==> config.mk <==
export PLATFORM = sky130hd
export DESIGN_NAME = circular_fifo_with_search
export DESIGN_NICKNAME = d
export VERILOG_FILES = /design/src/hw/rtl/cfws_pkg.sv /design/src/hw/rtl/cfws_ram.sv /design/src/hw/rtl/cfws_ctrl.sv /design/src/hw/rtl/cfws_dp.sv /design/src/hw/rtl/circular_fifo_with_search.sv
export SDC_FILE = /design/constraint.sdc
export NUM_CORES = 1
export LEC_CHECK = 0
export BUFFER_PORTS_ARGS = -buffer_cell sky130_fd_sc_hd__buf_2
export CAP_MARGIN = 20
export CORE_UTILIZATION = 60
export DETAILED_ROUTE_END_ITERATION = 7
export PLACE_DENSITY = 0.76
export SYNTH_ARGS = -nofsm -noshare
export SYNTH_HDL_FRONTEND = slang
export SYNTH_SLANG_ARGS = --single-unit
==> constraint.sdc <==
create_clock -name clk -period 4.9 [get_ports clk]
set_input_delay 0.49 -clock clk [delete_from_list [all_inputs] [get_ports clk]]
set_output_delay 0.49 -clock clk [all_outputs]
set_load 0.02 [all_outputs]
==> src/hw/rtl/cfws_pkg.sv <==
// ----------------------------------------------------------------------------
// cfws_pkg
// Shared types and constants for the circular FIFO with search.
// ----------------------------------------------------------------------------
package cfws_pkg;

  localparam int QUEUE_SLOTS_DEF = 16;
  localparam int DATA_W          = 32;
  localparam int CMD_W           = 2;
  localparam int STAT_W          = 2;

  typedef enum logic [CMD_W-1:0] {
    CMD_ENQUEUE = 2'd0,
    CMD_DEQUEUE = 2'd1,
    CMD_SEARCH  = 2'd2
  } cmd_t;

  typedef enum logic [STAT_W-1:0] {
    ST_OK    = 2'd0,
    ST_FULL  = 2'd1,
    ST_EMPTY = 2'd2
  } stat_t;

  // Which kind of result the datapath loads into the output register
  typedef enum logic [2:0] {
    RES_OK,
    RES_FULL,
    RES_EMPTY,
    RES_READ,
    RES_SRCH
  } res_t;

  typedef enum logic [1:0] {
    S_IDLE,
    S_EXEC,
    S_DEQ_WAIT,
    S_SRCH
  } state_t;

  typedef struct packed {
    logic load;
    logic enq_write;
    logic deq_read;
    logic srch_step;
    logic fin;
    res_t res_kind;
  } dp_ctl_t;

  typedef struct packed {
    logic [CMD_W-1:0] cmd;
    logic             full;
    logic             empty;
    logic             srch_done;
  } dp_sts_t;

endpackage

==> src/hw/rtl/cfws_ram.sv <==
// ----------------------------------------------------------------------------
// cfws_ram
// Generic single-write, single-read RAM with registered read data.
// ----------------------------------------------------------------------------
module cfws_ram #(
  parameter int WIDTH = 32,
  parameter int DEPTH = 16
) (
  input  logic                     clk,
  input  logic                     wr_en,
  input  logic [$clog2(DEPTH)-1:0] wr_addr,
  input  logic [WIDTH-1:0]         wr_data,
  input  logic                     rd_en,
  input  logic [$clog2(DEPTH)-1:0] rd_addr,
  output logic [WIDTH-1:0]         rd_data
);

  logic [WIDTH-1:0] mem [DEPTH];

  always_ff @(posedge clk) begin
    if (wr_en) begin
      mem[wr_addr] <= wr_data;
    end
  end

  // hold read data until the next read
  always_ff @(posedge clk) begin
    if (rd_en) begin
      rd_data <= mem[rd_addr];
    end
  end

endmodule

==> src/hw/rtl/cfws_ctrl.sv <==
// ----------------------------------------------------------------------------
// cfws_ctrl
// Sequencer for the circular FIFO: request handshake, command dispatch,
// search scan control and the output valid register.
// ----------------------------------------------------------------------------
module cfws_ctrl
  import cfws_pkg::*;
(
  input  logic    clk,
  input  logic    rst_n,
  input  logic    in_valid,
  output logic    in_stall,
  output logic    out_valid,
  input  logic    out_stall,
  input  dp_sts_t sts,
  output dp_ctl_t ctl
);

  state_t state_r, state_nxt;
  logic   out_valid_r, out_valid_nxt;
  logic   out_free;

  assign out_free  = !out_valid_r || !out_stall;
  assign out_valid = out_valid_r;

  always_ff @(posedge clk) begin
    if (!rst_n) begin
      state_r     <= S_IDLE;
      out_valid_r <= 1'b0;
    end else begin
      state_r     <= state_nxt;
      out_valid_r <= out_valid_nxt;
    end
  end

  always_comb begin
    state_nxt = state_r;
    ctl       = '0;
    in_stall  = (state_r != S_IDLE);

    unique case (state_r)
      S_IDLE: begin
        if (in_valid) begin
          ctl.load  = 1'b1;
          state_nxt = S_EXEC;
        end
      end
      S_EXEC: begin
        unique case (sts.cmd)
          CMD_ENQUEUE: begin
            if (out_free) begin
              ctl.fin       = 1'b1;
              ctl.res_kind  = sts.full ? RES_FULL : RES_OK;
              ctl.enq_write = !sts.full;
              state_nxt     = S_IDLE;
            end
          end
          CMD_DEQUEUE: begin
            if (sts.empty) begin
              if (out_free) begin
                ctl.fin      = 1'b1;
                ctl.res_kind = RES_EMPTY;
                state_nxt    = S_IDLE;
              end
            end else begin
              ctl.deq_read = 1'b1;
              state_nxt    = S_DEQ_WAIT;
            end
          end
          CMD_SEARCH: begin
            state_nxt = S_SRCH;
          end
          default: begin
            // unused command code: report ok, touch nothing
            if (out_free) begin
              ctl.fin      = 1'b1;
              ctl.res_kind = RES_OK;
              state_nxt    = S_IDLE;
            end
          end
        endcase
      end
      S_DEQ_WAIT: begin
        if (out_free) begin
          ctl.fin      = 1'b1;
          ctl.res_kind = RES_READ;
          state_nxt    = S_IDLE;
        end
      end
      S_SRCH: begin
        if (sts.srch_done) begin
          if (out_free) begin
            ctl.fin      = 1'b1;
            ctl.res_kind = RES_SRCH;
            state_nxt    = S_IDLE;
          end
        end else begin
          ctl.srch_step = 1'b1;
        end
      end
      default: begin
        state_nxt = S_IDLE;
      end
    endcase
  end

  always_comb begin
    if (ctl.fin) begin
      out_valid_nxt = 1'b1;
    end else if (out_stall) begin
      out_valid_nxt = out_valid_r;
    end else begin
      out_valid_nxt = 1'b0;
    end
  end

endmodule

==> src/hw/rtl/cfws_dp.sv <==
// ----------------------------------------------------------------------------
// cfws_dp
// Datapath for the circular FIFO: head and tail indexes, ring store,
// search pointer and compare, and the result payload registers.
// ----------------------------------------------------------------------------
module cfws_dp
  import cfws_pkg::*;
#(
  parameter int QUEUE_SLOTS = QUEUE_SLOTS_DEF
) (
  input  logic                     clk,
  input  logic                     rst_n,
  input  logic [CMD_W-1:0]         in_command,
  input  logic signed [DATA_W-1:0] in_value,
  input  dp_ctl_t                  ctl,
  output dp_sts_t                  sts,
  output logic [STAT_W-1:0]        out_status,
  output logic signed [DATA_W-1:0] out_read_value,
  output logic                     out_found
);

  localparam int AW = $clog2(QUEUE_SLOTS);

  function automatic logic [AW-1:0] slot_inc(input logic [AW-1:0] idx);
    slot_inc = (idx == AW'(QUEUE_SLOTS - 1)) ? '0 : idx + AW'(1);
  endfunction

  logic [CMD_W-1:0]  cmd_r;
  logic [DATA_W-1:0] key_r;
  logic [AW-1:0]     head_r, tail_r, pos_r;
  logic              cmp_pend_r;
  logic [AW-1:0]     head_inc, tail_inc, pos_inc;
  logic [AW-1:0]     rd_addr;
  logic [DATA_W-1:0] rd_data;
  logic              hit;
  logic [STAT_W-1:0] status_r;
  logic [DATA_W-1:0] read_r;
  logic              found_r;

  assign head_inc = slot_inc(head_r);
  assign tail_inc = slot_inc(tail_r);
  assign pos_inc  = slot_inc(pos_r);

  // a compare is pending from the first search read of a request until the next load
  assign hit = cmp_pend_r && (rd_data == key_r);

  assign sts.cmd       = cmd_r;
  assign sts.full      = (tail_inc == head_r);
  assign sts.empty     = (head_r == tail_r);
  assign sts.srch_done = hit || (pos_r == tail_r);

  assign rd_addr = ctl.deq_read ? head_inc : pos_inc;

  cfws_ram #(
    .WIDTH(DATA_W),
    .DEPTH(QUEUE_SLOTS)
  ) u_ring (
    .clk    (clk),
    .wr_en  (ctl.enq_write),
    .wr_addr(tail_inc),
    .wr_data(key_r),
    .rd_en  (ctl.deq_read || ctl.srch_step),
    .rd_addr(rd_addr),
    .rd_data(rd_data)
  );

  always_ff @(posedge clk) begin
    if (!rst_n) begin
      head_r     <= AW'(1);
      tail_r     <= AW'(1);
      cmp_pend_r <= 1'b0;
    end else begin
      if (ctl.deq_read) begin
        head_r <= head_inc;
      end
      if (ctl.enq_write) begin
        tail_r <= tail_inc;
      end
      if (ctl.load) begin
        cmp_pend_r <= 1'b0;
      end else if (ctl.srch_step) begin
        cmp_pend_r <= 1'b1;
      end
    end
  end

  always_ff @(posedge clk) begin
    if (ctl.load) begin
      cmd_r <= in_command;
      key_r <= in_value;
      pos_r <= head_r;
    end else if (ctl.srch_step) begin
      pos_r <= pos_inc;
    end
  end

  always_ff @(posedge clk) begin
    if (ctl.fin) begin
      case (ctl.res_kind)
        RES_FULL: begin
          status_r <= ST_FULL;
          read_r   <= '0;
          found_r  <= 1'b0;
        end
        RES_EMPTY: begin
          status_r <= ST_EMPTY;
          read_r   <= '0;
          found_r  <= 1'b0;
        end
        RES_READ: begin
          status_r <= ST_OK;
          read_r   <= rd_data;
          found_r  <= 1'b0;
        end
        RES_SRCH: begin
          status_r <= ST_OK;
          read_r   <= '0;
          found_r  <= hit;
        end
        default: begin
          status_r <= ST_OK;
          read_r   <= '0;
          found_r  <= 1'b0;
        end
      endcase
    end
  end

  assign out_status     = status_r;
  assign out_read_value = read_r;
  assign out_found      = found_r;

endmodule

==> src/hw/rtl/circular_fifo_with_search.sv <==
// ----------------------------------------------------------------------------
// circular_fifo_with_search
// Ring-buffer queue of signed 32-bit words with enqueue, dequeue and search.
// ----------------------------------------------------------------------------
// The queue keeps one slot empty and so holds QUEUE_SLOTS-1 words. One request
// is worked on at a time and each gives exactly one result. A search reads the
// occupied slots oldest first, up to and including a match (all of them when
// nothing matches, so at most QUEUE_SLOTS-1), through the single read port of
// the ring store, which is read once a cycle. A finished result sits in the
// output register; the next request is taken as soon as the block is back in
// idle, even while that result is stalled, and waits at its end only if the
// previous one is unread.
module circular_fifo_with_search
  import cfws_pkg::*;
#(
  parameter int QUEUE_SLOTS = QUEUE_SLOTS_DEF
) (
  input  logic                     clk,
  input  logic                     rst_n,
  input  logic                     in_valid,
  output logic                     in_stall,
  input  logic [CMD_W-1:0]         in_command,
  input  logic signed [DATA_W-1:0] in_value,
  output logic                     out_valid,
  input  logic                     out_stall,
  output logic [STAT_W-1:0]        out_status,
  output logic signed [DATA_W-1:0] out_read_value,
  output logic                     out_found
);

  dp_ctl_t ctl;
  dp_sts_t sts;

  cfws_ctrl u_ctrl (
    .clk      (clk),
    .rst_n    (rst_n),
    .in_valid (in_valid),
    .in_stall (in_stall),
    .out_valid(out_valid),
    .out_stall(out_stall),
    .sts      (sts),
    .ctl      (ctl)
  );

  cfws_dp #(
    .QUEUE_SLOTS(QUEUE_SLOTS)
  ) u_dp (
    .clk           (clk),
    .rst_n         (rst_n),
    .in_command    (in_command),
    .in_value      (in_value),
    .ctl           (ctl),
    .sts           (sts),
    .out_status    (out_status),
    .out_read_value(out_read_value),
    .out_found     (out_found)
  );

endmodule

==> out/metrics.csv <==
metric;value;unit
synth.avg_cell_area;18.0;sq um
htreeDepth;2;
vias;12540;
crit_slowest_cell;o41ai_4;
finalHoldViolCount;0;
clk_pin_slew;0.06;ns
powerDensity;435;mW/mm^2
ys_seq_area_share;77.0;%
irDropWorstVdd;0.300;mV
syn2layout_area_growth;12.2;%
cts_hold_buf;0;
syn_inst;1353;
r2r-start;u_dp.head_r[2]$_SDFFE_PN0P_;
place.port_buffers;74;
synth_top_area_share;76.0;%
power.leakage;9.52;nW
synth-seq-cells;629;
timing.fmax;0.250;GHz
cp-start-kind;flip-flop;
reg2reg_depth;7;
clockBufferDepth;3;
grt_pass1_vias;12680;
crit_required;5.24;ns
place.gp.congestion;0.860;
hold_path.class;in2reg;
critPathKind;reg2reg;
rsz0062_at_grt;no;
pre_cts_ws;0.999;ns
wl_per_cell;25.1;um
ioPinCount;75;
post_cts_buffers;0;
grt_overflow_total;0;
dieWidth;204;um
drt-initial-drc-count;1239;
post_drt_via_cell_ratio;6.20;
yosys.area.top_type;edfxtp_1;
synthTopCellsByCount;edfxtp_1 (617), mux2i_1 (260), o22ai_1 (129);
start_util;61.0;%
synth-main-ff-cell;edfxtp_1;
layout_setup_ws;0.893;ns
antennaDiodeCount;0;
grt_pass1_wl;76.1;mm
cts_sinks;629;
synth_fp_nets;1402;
drive_above_1_share;13.8;%
synth-edff-count;617;
slowest_delay;0.69;ns
hold_end;u_dp.key_r[5]$_DFFE_PP_;
fin_setup_tns;0;ns
status;finished clean;
min-delay-start;in_value[5];
die-height;204;um
grt_max_degree;92;
core_area;0.0399;sq mm
rows;73;
cts_resized;0;
tritoncts;yes;
cts_root_buffer;clkbuf_16;
async_flop_share;0;%
wl;50.7;mm
slew_headroom;26.9;%
route.detailed.drc;0;
period_needed;4.01;ns
dr.pass1.iters;5;
critPathMaxFanout;23;
setup_viol;0;
antenna_found_initial;1;
fin_crit_sh;81.8;%
ys.warnings.count;0;
cp-end-kind;flip-flop;
netlist_area;0.0244;sq mm
synth.most_common_cell;edfxtp_1;
clk_latency;0.61;ns
yosysUniqueCellTypes;51;
r2r_end;u_dp.u_ring.rd_data[14]$_DFFE_PP_;
grt_use_total;25.1;%
fin_skew;0.0101;ns
crit_chain;xor2_1 -> o41ai_4 -> mux2i_1 -> a21o_1 -> buf_4 -> o22ai_1 -> or4_1;
holdPathStages;1;
worstMarginPinSlew;1.09;ns
timing.final.max_slew_violations;0;
drtAntennaViolNets;0;
finalNetCount;1495;
cts_buffers;59;
post-dp-hpwl;28.7;mm
dieArea;0.0414;sq mm
r2r_slack;0.89;ns
synth_top_cells_by_area;edfxtp_1 (76%), mux2i_1 (11%), o22ai_1 (3.3%), xnor2_1 (1.3%), or4_1 (1.0%);
cp.arrival;4.35;ns
maxCapViolCount;0;
-- per-stage QoR --
step	cells	power, mW	hold slack, ns	instance area (sq um)	utilization [%]
2_1_floorplan	1353	7.04	0.478	24400	-
3_3_place_gp	1910	7.37	0.551	25400	63.6
3_5_place_dp	1910	7.41	0.549	25400	63.6
4_1_cts	2021	11.9	0.0250	27300	68.5
5_1_grt	2021	12.2	0.0341	27300	68.5
6_report	2021	11.9	0.0521	27300	68.5
-- layer usage --
layer	vias to the layer above	part of all wire [%]	track usage (%)
li1	5613	-	-
met1	6324	41	34.2
met2	498	49	41.0
met3	103	6.4	4.30
met4	2	2.9	9.26
met5	-	0.018	0
-- critical path, delay by kind of cell, from the launching register on --
kind,cells,cell delay [ns]
muxes,1,0.66
AOI/OAI and AO/OA,3,1.25
buffers and inverters,1,0.44
and+or+nand+nor,1,0.58
xor gates and xnor gates,1,0.22
DFF,1,0.55
-- how the worst max path moves through the flow --
stage | startpoint | to | cells after the start
detailed placement | u_dp.head_r[2]$_SDFFE_PN0P_ | u_dp.u_ring.rd_data[16]$_DFFE_PP_ | 7
global route | u_dp.head_r[2]$_SDFFE_PN0P_ | u_dp.u_ring.rd_data[1]$_DFFE_PP_ | 7
global placement | u_dp.tail_r[0]$_SDFFE_PN1P_ | u_dp.u_ring.mem[1][16]$_DFFE_PP_ | 6
floorplan | u_dp.key_r[5]$_DFFE_PP_ | u_dp.out_found$_SDFFCE_PP0P_ | 5
finish | u_dp.head_r[2]$_SDFFE_PN0P_ | u_dp.u_ring.rd_data[14]$_DFFE_PP_ | 7
CTS | u_dp.head_r[2]$_SDFFE_PN0P_ | u_dp.u_ring.rd_data[14]$_DFFE_PP_ | 7
-- flip-flops by register name, summed over array words and instances, names as in the netlist --
| register | cells |
|---|---|
| u_dp.u_ring.mem | 512 |
| u_dp.key_r | 32 |
| u_dp.out_read_value | 32 |
| u_dp.u_ring.rd_data | 32 |
| u_dp.head_r | 4 |
| u_dp.pos_r | 4 |
| u_dp.tail_r | 4 |
| u_ctrl.state_r | 2 |
| u_dp.cmd_r | 2 |
| u_dp.out_status | 2 |
| u_ctrl.out_valid | 1 |
| u_dp.cmp_pend_r | 1 |
| u_dp.out_found | 1 |
-- power breakdown --
part,switching [mW],internal (mW),leakage [nW]
clock network,1.88,2.71,0.946
logic,0.700,0.448,2.90
registers,0.0975,6.06,5.68
total,2.68,9.21,9.52
-- layout by cell type (no fill, tap or decap), types with 3 or more instances in the layout --
cell       synthesis  layout
edfxtp_1         617     617
mux2i_1          260     260
o22ai_1          129     128
buf_2             41      74
clkbuf_16          0      60
xnor2_1           37      37
and2_1            34      34
or4_1             33      33
nand2_1           23      22
clkbuf_1          20      20
buf_4              2      19
and3_2             0      16
a21oi_1           14      14
xor2_1            12      12
dfxtp_1           12      12
ha_1              11      11
clkinv_1           0      10
nand3_1            9       9
inv_1             10       9
nor2_1             8       8
bufinv_16          0       8
nand4_1            6       6
and3_1            22       6
nor2b_1            6       6
clkinv_2           0       6
a2111oi_0          4       4
nor4_1             3       3
nor3_1             4       3
o21ai_0            3       3
buf_12             0       3
-- cell families after synthesis --
| family | after synthesis | synth area share [%] |
|---|---|---|
| muxes | 260 | 10.7 |
| DFF | 629 | 77.0 |
| buffers and inverters | 74 | 1.41 |
| adders and majority gates | 11 | 0.565 |
| and+or+nand+nor | 158 | 3.89 |
| xor gates and xnor gates | 49 | 1.76 |
| AOI/OAI and AO/OA | 172 | 4.66 |
-- area by class of cell --
type / instances / area, sq um
Tap cell: 525 / 657
Clock inverter: 29 / 357
Fill cell: 2516 / 12600
Timing Repair Buffer: 96 / 573
Clock buffer: 82 / 1600
Inverter: 10 / 37.5
Sequential cell: 629 / 18800
Multi-Input combinational cell: 650 / 5340
No activity file was read; power rests on OpenSTA's default activity.
